`src/rtl/pia_pkg.sv`:
```
// pia_pkg: shared types and constants for the positional insert/erase array
// holds command and status codes plus the request and response word layouts
// no dependencies
`timescale 1ns / 1ps
`default_nettype none

package pia_pkg;

    // default number of list slots
    localparam int MAX_ENTRIES_DEF = 256;

    typedef enum logic [1:0] {
        CMD_INSERT = 2'd0,
        CMD_ERASE  = 2'd1,
        CMD_GET    = 2'd2,
        CMD_SET    = 2'd3
    } cmd_t;

    typedef enum logic [1:0] {
        ST_DONE  = 2'd0,
        ST_RANGE = 2'd1,
        ST_FULL  = 2'd2
    } status_t;

    typedef struct packed {
        cmd_t               cmd;
        logic [7:0]         index;
        logic signed [31:0] value;
        logic [8:0]         count;
    } req_t;

    typedef struct packed {
        logic signed [31:0] read_value;
        logic [8:0]         length;
        logic [9:0]         capacity;
        status_t            status;
    } rsp_t;

endpackage

`default_nettype wire

```
`src/rtl/pia_ctrl.sv`:
```
// pia_ctrl: command sequencer for the positional insert/erase array
// checks ranges, grows the capacity figure, walks the memory to shift entries
// depends on pia_pkg; drives the pia_store ports
`timescale 1ns / 1ps
`default_nettype none

module pia_ctrl
    import pia_pkg::*;
#(
    parameter int MAX_ENTRIES = MAX_ENTRIES_DEF,
    parameter int AW          = 8
) (
    input  wire logic          clk,
    input  wire logic          rst_n,
    input  wire logic          req_valid,
    output logic               req_stall,
    input  wire req_t          req,
    output logic               rsp_valid,
    input  wire logic          rsp_stall,
    output rsp_t               rsp,
    output logic               rd_en,
    output logic      [AW-1:0] rd_addr,
    input  wire logic [31:0]   rd_data,
    output logic               wr_en,
    output logic      [AW-1:0] wr_addr,
    output logic      [31:0]   wr_data
);

    localparam int CW    = $clog2(MAX_ENTRIES + 1);
    localparam int WW    = ((CW > 9) ? CW : 9) + 1;
    localparam int CAP_W = CW + 1;

    typedef enum logic [2:0] {
        S_IDLE,
        S_GROW,
        S_SHIFT,
        S_PUT,
        S_ERASE,
        S_GET,
        S_FINISH
    } state_t;

    state_t             state_reg, state_next;
    logic [CW-1:0]      count_reg, count_next;
    logic [CAP_W-1:0]   cap_reg, cap_next;
    logic [WW-1:0]      idx_reg, idx_next;
    logic [WW-1:0]      need_reg, need_next;
    logic [WW-1:0]      n_reg, n_next;
    logic [WW-1:0]      rd_ptr_reg, rd_ptr_next;
    logic [31:0]        word_reg, word_next;
    logic [31:0]        rdv_reg, rdv_next;
    status_t            st_reg, st_next;
    logic               rsp_valid_reg, rsp_valid_next;
    rsp_t               rsp_reg, rsp_next;

    logic [WW-1:0] idx_in, cnt_in, cnt_cur, need_in, room, span, n_in, end_in;
    logic [WW-1:0] cap_w, rd_addr_w, wr_addr_w;

    assign idx_in  = WW'(req.index);
    assign cnt_in  = WW'(req.count);
    assign cnt_cur = WW'(count_reg);
    assign cap_w   = WW'(cap_reg);
    assign need_in = (cnt_in == '0) ? WW'(1) : cnt_in;
    assign room    = WW'(MAX_ENTRIES) - cnt_cur;
    assign span    = cnt_cur - idx_in;
    assign n_in    = (cnt_in < span) ? cnt_in : span;
    assign end_in  = idx_in + n_in;

    always_comb
    begin
        state_next     = state_reg;
        count_next     = count_reg;
        cap_next       = cap_reg;
        idx_next       = idx_reg;
        need_next      = need_reg;
        n_next         = n_reg;
        rd_ptr_next    = rd_ptr_reg;
        word_next      = word_reg;
        rdv_next       = rdv_reg;
        st_next        = st_reg;
        rsp_valid_next = rsp_valid_reg && rsp_stall;
        rsp_next       = rsp_reg;
        rd_en          = 1'b0;
        rd_addr_w      = rd_ptr_reg;
        wr_en          = 1'b0;
        wr_addr_w      = idx_reg;
        wr_data        = word_reg;

        unique case (state_reg)
            S_IDLE:
            begin
                if (req_valid)
                begin
                    idx_next  = idx_in;
                    word_next = req.value;
                    rdv_next  = '0;
                    st_next   = ST_DONE;
                    unique case (req.cmd)
                        CMD_INSERT:
                        begin
                            if (idx_in > cnt_cur)
                            begin
                                st_next    = ST_RANGE;
                                state_next = S_FINISH;
                            end
                            else if (need_in > room)
                            begin
                                st_next    = ST_FULL;
                                state_next = S_FINISH;
                            end
                            else
                            begin
                                need_next  = need_in;
                                state_next = S_GROW;
                            end
                        end
                        CMD_ERASE:
                        begin
                            if (idx_in >= cnt_cur)
                            begin
                                st_next    = ST_RANGE;
                                state_next = S_FINISH;
                            end
                            else if (n_in == '0)
                            begin
                                state_next = S_FINISH;
                            end
                            else if (end_in == cnt_cur)
                            begin
                                // tail erase, nothing to move
                                count_next = CW'(cnt_cur - n_in);
                                state_next = S_FINISH;
                            end
                            else
                            begin
                                n_next      = n_in;
                                rd_en       = 1'b1;
                                rd_addr_w   = end_in;
                                rd_ptr_next = end_in;
                                state_next  = S_ERASE;
                            end
                        end
                        CMD_GET:
                        begin
                            if (idx_in >= cnt_cur)
                            begin
                                st_next    = ST_RANGE;
                                state_next = S_FINISH;
                            end
                            else
                            begin
                                rd_en      = 1'b1;
                                rd_addr_w  = idx_in;
                                state_next = S_GET;
                            end
                        end
                        CMD_SET:
                        begin
                            if (idx_in >= cnt_cur)
                            begin
                                st_next = ST_RANGE;
                            end
                            else
                            begin
                                wr_en     = 1'b1;
                                wr_addr_w = idx_in;
                                wr_data   = req.value;
                            end
                            state_next = S_FINISH;
                        end
                    endcase
                end
            end
            S_GROW:
            begin
                if (cnt_cur + need_reg >= cap_w)
                begin
                    cap_next = cap_reg << 1;
                end
                else if (idx_reg == cnt_cur)
                begin
                    state_next = S_PUT;
                end
                else
                begin
                    rd_en       = 1'b1;
                    rd_addr_w   = cnt_cur - WW'(1);
                    rd_ptr_next = cnt_cur - WW'(1);
                    state_next  = S_SHIFT;
                end
            end
            S_SHIFT:
            begin
                // move the word read last cycle up one slot, then read the next lower one unless at the insert slot
                wr_en     = 1'b1;
                wr_addr_w = rd_ptr_reg + WW'(1);
                wr_data   = rd_data;
                if (rd_ptr_reg == idx_reg)
                begin
                    state_next = S_PUT;
                end
                else
                begin
                    rd_en       = 1'b1;
                    rd_addr_w   = rd_ptr_reg - WW'(1);
                    rd_ptr_next = rd_ptr_reg - WW'(1);
                end
            end
            S_PUT:
            begin
                wr_en      = 1'b1;
                wr_addr_w  = idx_reg;
                wr_data    = word_reg;
                count_next = CW'(cnt_cur + WW'(1));
                state_next = S_FINISH;
            end
            S_ERASE:
            begin
                // move the word read last cycle down by the erase run
                wr_en     = 1'b1;
                wr_addr_w = rd_ptr_reg - n_reg;
                wr_data   = rd_data;
                if (rd_ptr_reg == cnt_cur - WW'(1))
                begin
                    count_next = CW'(cnt_cur - n_reg);
                    state_next = S_FINISH;
                end
                else
                begin
                    rd_en       = 1'b1;
                    rd_addr_w   = rd_ptr_reg + WW'(1);
                    rd_ptr_next = rd_ptr_reg + WW'(1);
                end
            end
            S_GET:
            begin
                rdv_next   = rd_data;
                state_next = S_FINISH;
            end
            S_FINISH:
            begin
                if (!(rsp_valid_reg && rsp_stall))
                begin
                    rsp_valid_next      = 1'b1;
                    rsp_next.read_value = rdv_reg;
                    rsp_next.length     = cnt_cur[8:0];
                    rsp_next.capacity   = cap_w[9:0];
                    rsp_next.status     = st_reg;
                    state_next          = S_IDLE;
                end
            end
            default:
            begin
                state_next = S_IDLE;
            end
        endcase
    end

    always_ff @(posedge clk or negedge rst_n)
    begin
        if (!rst_n)
        begin
            state_reg     <= S_IDLE;
            count_reg     <= '0;
            cap_reg       <= CAP_W'(1);
            rsp_valid_reg <= 1'b0;
        end
        else
        begin
            state_reg     <= state_next;
            count_reg     <= count_next;
            cap_reg       <= cap_next;
            rsp_valid_reg <= rsp_valid_next;
        end
    end

    always_ff @(posedge clk)
    begin
        idx_reg    <= idx_next;
        need_reg   <= need_next;
        n_reg      <= n_next;
        rd_ptr_reg <= rd_ptr_next;
        word_reg   <= word_next;
        rdv_reg    <= rdv_next;
        st_reg     <= st_next;
        rsp_reg    <= rsp_next;
    end

    assign req_stall = (state_reg != S_IDLE);
    assign rsp_valid = rsp_valid_reg;
    assign rsp       = rsp_reg;
    assign rd_addr   = rd_addr_w[AW-1:0];
    assign wr_addr   = wr_addr_w[AW-1:0];

    // list length stays within the store
    a_count_bound: assert property (@(posedge clk) disable iff (!rst_n)
        cnt_cur <= WW'(MAX_ENTRIES))
        else $error("entry count beyond store size");

    // capacity figure is always a power of two
    a_cap_pow2: assert property (@(posedge clk) disable iff (!rst_n)
        $onehot(cap_reg))
        else $error("capacity figure not a power of two");

    // between commands the capacity figure covers the list
    a_cap_cover: assert property (@(posedge clk) disable iff (!rst_n)
        (state_reg == S_IDLE) |-> (cap_w > cnt_cur))
        else $error("capacity figure does not exceed length");

    // erase moves always land below the word being read
    a_erase_dir: assert property (@(posedge clk) disable iff (!rst_n)
        (state_reg == S_ERASE) |-> (wr_addr_w < rd_ptr_reg && rd_ptr_reg < cnt_cur))
        else $error("erase move address out of order");

    // an item accepted in range for get reaches the read-capture state next
    a_get_seq: assert property (@(posedge clk) disable iff (!rst_n)
        (state_reg == S_IDLE && req_valid && req.cmd == CMD_GET && idx_in < cnt_cur)
        |=> (state_reg == S_GET))
        else $error("get did not issue a memory read");

endmodule

`default_nettype wire

```
`config.mk`:
```
export PLATFORM = sky130hd
export DESIGN_NAME = pia_ctrl
export DESIGN_NICKNAME = d
export VERILOG_FILES = /design/src/rtl/pia_pkg.sv /design/src/rtl/pia_ctrl.sv
export SDC_FILE = /design/constraint.sdc
export NUM_CORES = 1
export LEC_CHECK = 0
export BUFFER_PORTS_ARGS = -buffer_cell sky130_fd_sc_hd__buf_2
export CORE_MARGIN = 10
export CORE_UTILIZATION = 40
export DETAILED_ROUTE_END_ITERATION = 12
export GPL_TIMING_DRIVEN = 1
export SYNTH_ARGS = -nofsm -noshare
export SYNTH_HDL_FRONTEND = slang
export SYNTH_SLANG_ARGS = --single-unit
```
`constraint.sdc`:
```
create_clock -name clk -period 8.49 [get_ports clk]
set_clock_uncertainty 0.1 [all_clocks]
set_input_delay 0.849 -clock clk [delete_from_list [all_inputs] [get_ports clk]]
set_output_delay 0.849 -clock clk [all_outputs]
set_load 0.005 [all_outputs]
```
Word level (Yosys, flattened, before mapping)

Cells that the tools add are included.

Add/subtract/negate cells: 11
Magnitude comparators: 5
Eq/ne operators: 22
Multiplexer cells: 66
Bitwise operators: 6
Reductions and logical operators: 22

Operators by type and width:

| kind                                          | number |
|---|---|
| two-way mux 32 bit                            | 4 |
| one-hot mux 32 bit (2 select lines)           | 2 |
| two-way mux 10 bit                            | 10 |
| two-way mux 9 bit                             | 7 |
| two-way mux 8 bit                             | 5 |
| one-hot mux 10 bit (4 select lines)           | 1 |
| one-hot mux 8 bit (4 select lines)            | 1 |
| one-hot mux 9 bit (3 select lines)            | 1 |
| one-hot mux 8 bit (3 select lines)            | 1 |
| two-way mux 3 bit                             | 7 |
| logical NOT 10 bit                            | 2 |
| one-hot mux 3 bit (6 select lines)            | 1 |
| subtractor 9 bit                              | 2 |
| inequality test 2 bit, second input constant  | 8 |
| one-hot mux 8 bit (2 select lines)            | 1 |
| two-way mux 1 bit                             | 14 |
| two-way mux 2 bit                             | 6 |
| one-hot mux 3 bit (4 select lines)            | 1 |
| adder 10 x 1 -> 10 bit, second input constant | 1 |
| adder 8 x 10 -> 10 bit                        | 1 |
| adder 9 x 10 -> 10 bit                        | 1 |
| equality test 10 bit                          | 1 |
| equality test 10 x 8 -> 1 bit                 | 1 |
| equality test 10 x 9 -> 1 bit                 | 1 |
| 35 further kinds                              | 52 |

Flip-flop bits (word level): 179
Input bits: 87
Output and inout bits: 105
Logic and storage cells: 147

Longest topological paths before layout

Word-level depth: 11
Depth in mapped cells: 29
Depth with buffers taken out: 27

Worst setup path after synthesis

OpenSTA, ideal clock, no wires.

Kind: input to output
Start: input req[41] (netlist bit)
End: output rd_addr[3]
Arrival time: 6.816 ns
Required time: 7.541 ns
Setup slack: 0.725 ns
Cell stages on the path: 26
Cell sequence: ha_1 -> inv_1 -> fa_1 -> a21o_1 -> a2111oi_0 -> xnor2_1 -> inv_1 -> ha_1 -> nand2_1 -> nor4_1 -> a221oi_1 -> a31oi_1 -> clkbuf_1 -> mux2i_1 -> ha_1 -> fa_1 -> xor2_1 -> a211oi_1 -> nand3_1 -> or4_1 -> a2111oi_0 -> o2111ai_1 -> buf_2 -> a21oi_1 -> a21oi_1 -> o311ai_1

Longest elaborated chain between the ends: 11

Ends and longest elaborated chain:

| item                                   | line            | RTL |
|---|---|---|
| start: declaration                     | pia_ctrl.sv:17  | `input wire req_t req,` |
| subtractor 9 x 8 -> 10 bit (*)         | pia_ctrl.sv:65  | `assign span = cnt_cur - idx_in;` |
| < comparator 9 x 10 -> 1 bit           | pia_ctrl.sv:66  | `assign n_in = (cnt_in < span) ? cnt_in : span;` |
| two-way mux 10 bit (*)                 | pia_ctrl.sv:66  |  |
| named net n_in[0]                      | pia_ctrl.sv:56  | `logic [WW-1:0] idx_in, cnt_in, cnt_cur, need_in, room, span, n_in, end_in;` |
| adder 8 x 10 -> 10 bit                 | pia_ctrl.sv:67  | `assign end_in = idx_in + n_in;` |
| equality test 10 x 9 -> 1 bit          | pia_ctrl.sv:128 | `else if (end_in == cnt_cur)` |
| two-way mux 10 bit                     | --              |  |
| two-way mux 10 bit (*)                 | --              |  |
| two-way mux 10 bit (*)                 | pia_ctrl.sv:119 | `if (idx_in >= cnt_cur)` |
| one-hot mux 8 bit (2 select lines) (*) | pia_ctrl.sv:98  | `unique case (req.cmd)` |
| two-way mux 8 bit (*)                  | pia_ctrl.sv:92  | `if (req_valid)` |
| one-hot mux 8 bit (4 select lines) (*) | pia_ctrl.sv:89  | `unique case (state_reg)` |
| end: declaration                       | pia_ctrl.sv:22  | `output logic [AW-1:0] rd_addr,` |

Mark *: on every way through the listed nets, which the timed path passes. The rest lies on a longest branch.

Worst setup path after layout

Start: register count_reg[0]
End: output rd_addr[3]

Longest elaborated chain between the ends: 11

Ends and longest elaborated chain:

| item                                   | line            | RTL |
|---|---|---|
| start: declaration                     | pia_ctrl.sv:44  | `logic [CW-1:0] count_reg, count_next;` |
| start signal: assignment               | pia_ctrl.sv:271 | `count_reg <= count_next;` |
| subtractor 9 x 8 -> 10 bit (*)         | pia_ctrl.sv:65  |  |
| < comparator 9 x 10 -> 1 bit           | pia_ctrl.sv:66  |  |
| two-way mux 10 bit (*)                 | pia_ctrl.sv:66  |  |
| named net n_in[0]                      | pia_ctrl.sv:56  |  |
| adder 8 x 10 -> 10 bit                 | pia_ctrl.sv:67  |  |
| equality test 10 x 9 -> 1 bit          | pia_ctrl.sv:128 |  |
| two-way mux 10 bit                     | --              |  |
| two-way mux 10 bit (*)                 | --              |  |
| two-way mux 10 bit (*)                 | pia_ctrl.sv:119 |  |
| one-hot mux 8 bit (2 select lines) (*) | pia_ctrl.sv:98  |  |
| two-way mux 8 bit (*)                  | pia_ctrl.sv:92  |  |
| one-hot mux 8 bit (4 select lines) (*) | pia_ctrl.sv:89  |  |

Marks and branches as above.

==> flow_summary.yaml <==
run_status:
  status: "completed"
placed_design:
  numPortBuffers: 191
  hpwlAfterDp_mm: 31.4
  place_ws_ns: 0.116
  place_congestion: 0.972
  dp.cells: 1675
worst_setup_path:
  cp_max_fo: 5
  crit_path_max_incr_delay_ns: 0.49
  crit_top_cell: "ha_1"
  cp-start-kind: "register"
  crit_arrival_ns: 7.16
  required_ns: 7.54
  path_class: "register to primary output"
  crit_path_end_kind: "primary output"
  crit_buf_inv: 4
  path_delay_family: "compound AO/OA/AOI/OAI gates"
  crit_path_top_delay_cell: "or4_1"
clock_network:
  cts.clk_slew.worst_paths_ns: 0.08
  cts_root_buf: "clkbuf_16"
  clockBufferDepth: 2
  clock_latency_ns: 0.45
  cts_htree_levels: 4
  cts_tree: "built"
  cts_num_sinks: 178
  cts_buffers: 17
logic_synthesis:
  synth-seq-cells: 178
  synth_edf_count: 155
  synth_warnings: 0
  yosysUniqueCellTypes: 96
  synth_fp_nets: 1274
  yosys.area.top_type: "edfxtp_1"
  netlist_instances: 1106
  yosysTopAreaCellShare_pct: 40.2
  synth_ff_type: "edfxtp_1"
  ys_seq_area_share_pct: 45.2
  netlist_area_mm2: 0.0116
  syn_area_per_cell_um2: 10.5
  synth_area_leaders: "edfxtp_1, ha_1, dfrtp_1, xnor2_1, inv_1"
  synth-async-reset-ratio_pct: 12.9
power:
  p_leak_nw: 5.90
  seqPwrFrac_pct: 22.3
  pwr-share-comb_pct: 64.8
  worst_ir_drop_vdd_v: 0.000245
  total_power_mw: 6.40
  p_int_mw: 3.36
  switchingPower_mw: 3.04
  power.density_mw_per_mm2: 462
  switching_share_pct: 47.5
  p_clk_share_pct: 12.8
layout:
  layout-drive-gt1-share_pct: 25.2
  syn_to_final_growth_pct: 19.7
  largest_register_ffs: 53
  diodes: 0
  fin_nets: 1478
  fin_util_pct: 48.4
  layout.cells.non_filler: 1707
global_routing:
  grt_antenna_before_repair: 1
  grt_util_all_layers_pct: 22.0
  grt_pass1_vias: 9835
  grt_first_pass_wirelength_mm: 60.9
  grt_max_degree: 46
  overflow: 0
timing:
  period_share_pct: 95.5
  maxSlewViolCount: 0
  fin_crit_ns: 8.10
  fin_ws_ns: 0.386
  worst_pin_slew_ns: 1.19
  final-hold-violation-count: 0
  max-slew-margin-rel_pct: 20.3
  max_freq_ghz: 0.123
  fin_tns_setup_ns: 0
  finalSetupViolCount: 0
floorplanning:
  ios: 192
  dieHeight_um: 190
  fp-row-count: 62
  dieArea_mm2: 0.0361
  start_util_pct: 40.4
  core_area_mm2: 0.0286
  die_w_um: 190
route:
  ant_nets: 0
  routedWlPerCell_um: 24.1
  wirelength_mm: 41.1
  viasPerCell: 5.87
  drc_errors: 0
  drtIter0Drc: 1014
  drtPass1Iterations: 7
  vias: 10025
min_path:
  hp-class: "input port to async pin"
job:
  max-cap-violations: 0
layout make-up:
cell class | count | area, um^2
multi-input cells | 765 | 5750
flip-flops and latches | 178 | 5230
fillers | 2711 | 14800
repair buffers | 248 | 1390
clock buffers | 17 | 425
clock inverters | 15 | 201
inverters | 100 | 375
well taps | 384 | 480
repair_timing:
action	CTS	global route
buffers inserted	0	0
resized for setup	0	10
setup endpoints to repair	0	9
hold buffers	0	0
worst reg2reg max path: stages, from the launching register on:
cell and delay (ns):
dfrtp_1 0.39, inv_1 0.14, ha_1 0.17, inv_1 0.05, fa_1 0.43, a21o_1 0.26
a2111oi_2 0.35, or3_1 0.22, xnor2_1 0.19, ha_1 0.24, o22ai_1 0.09, nor4_1 0.28
a221oi_1 0.15, a31oi_2 0.31, mux2i_2 0.30, ha_1 0.24, fa_1 0.46, xor2_1 0.19
a211oi_1 0.18, nand3_1 0.10, or4_1 0.49, a2111oi_2 0.37, o2111ai_2 0.25, nand2_1 0.24
buf_4 0.16, nor2_1 0.04, buf_4 0.18, o21ba_2 0.24
power by group through the flow:
| stage | clock (mW) | combinational, mW | sequential (mW) |
|---|---|---|---|
| after floorplan | 0 | 2.66 | 1.34 |
| after global placement | 0 | 4.02 | 1.44 |
| after detailed placement | 0 | 4.04 | 1.44 |
| after CTS | 0.837 | 4.07 | 1.42 |
| after global routing | 0.872 | 4.54 | 1.44 |
| final | 0.820 | 4.15 | 1.43 |
through the flow:
step           area (um^2)  hold WS, ns
6_report             13900        0.308
5_1_grt              13900        0.324
4_1_cts              13800        0.315
3_5_place_dp         13200        0.305
3_3_place_gp         13200        0.301
2_1_floorplan        11600        0.300
synth_stat cells, drive strengths merged (8+ instances only):
| cell | instances |
|---|---|
| edfxtp | 155 |
| inv | 98 |
| ha | 76 |
| a21oi | 71 |
| nand2 | 64 |
| o21ai | 64 |
| nor2 | 58 |
| clkbuf | 52 |
| xnor2 | 46 |
| and3 | 36 |
| a222oi | 32 |
| xor2 | 27 |
| dfrtp | 22 |
| nand3 | 21 |
| nor3 | 21 |
| mux2i | 15 |
| o22ai | 14 |
| a21o | 13 |
| o21bai | 13 |
| a211oi | 12 |
| a221oi | 12 |
| buf | 11 |
| mux2 | 11 |
| a31oi | 9 |
| nand4 | 9 |
| nor2b | 8 |
| o21a | 8 |
final timing paths:
| path | start | to | slack [ns] | cells past startpoint |
|---|---|---|---|---|
| max | count_reg[0]$_DFFE_PN0P_ | rd_addr[3] | 0.39 | 27 |
| min | rst_n | cap_reg[1]$_DFFE_PN0P_ | 0.31 | 1 |
| max reg2reg | count_reg[0]$_DFFE_PN0P_ | rd_ptr_reg[9]$_DFFE_PP_ | 1.44 | 27 |
| min reg2reg | rdv_reg[11]$_SDFFCE_PN0P_ | rsp[32]$_DFFE_PP_ | 0.32 | 0 |
| max in group asynchronous | rst_n | count_reg[5]$_DFFE_PN0P_ | 7.58 | 1 |
| min in group clk | rdv_reg[11]$_SDFFCE_PN0P_ | rsp[32]$_DFFE_PP_ | 0.32 | 0 |
placed cells by master, fill, tap and decap left out, types with 10 or more instances in the layout:
master,netlist,routed
xor2_1,27,27
a21oi_1,70,69
buf_2,6,191
dfrtp_1,22,22
inv_1,98,98
nand3_1,21,21
mux2_2,10,10
clkbuf_16,0,17
o22ai_1,13,13
buf_4,1,56
a222oi_1,32,32
ha_1,76,76
edfxtp_1,155,155
o21ai_0,62,62
mux2i_1,15,14
o21bai_1,12,12
xnor2_1,46,46
and3_1,36,36
a21o_1,13,13
a221oi_1,11,11
nor3_1,21,20
nor2_1,57,54
nand2_1,62,62
layer usage:
| layer | global-route usage (%) | wire (um) | vias to the layer above |
|---|---|---|---|
| met5 | 0 | 16 | - |
| met4 | 9.34 | 1580 | 2 |
| met3 | 4.03 | 3270 | 80 |
| met2 | 34.7 | 18800 | 517 |
| met1 | 29.1 | 17400 | 4821 |
| li1 | - | - | 4605 |
cell families after synthesis:
kind of cell	Yosys count	synth area share, %
xor+xnor	77	6.33
buf+inv	163	5.58
flops	178	45.2
compound gates	308	19.0
fa+ha+maj	81	9.08
simple gates	273	12.4
mux	26	2.37
No activity file was read; power rests on OpenSTA's default activity.
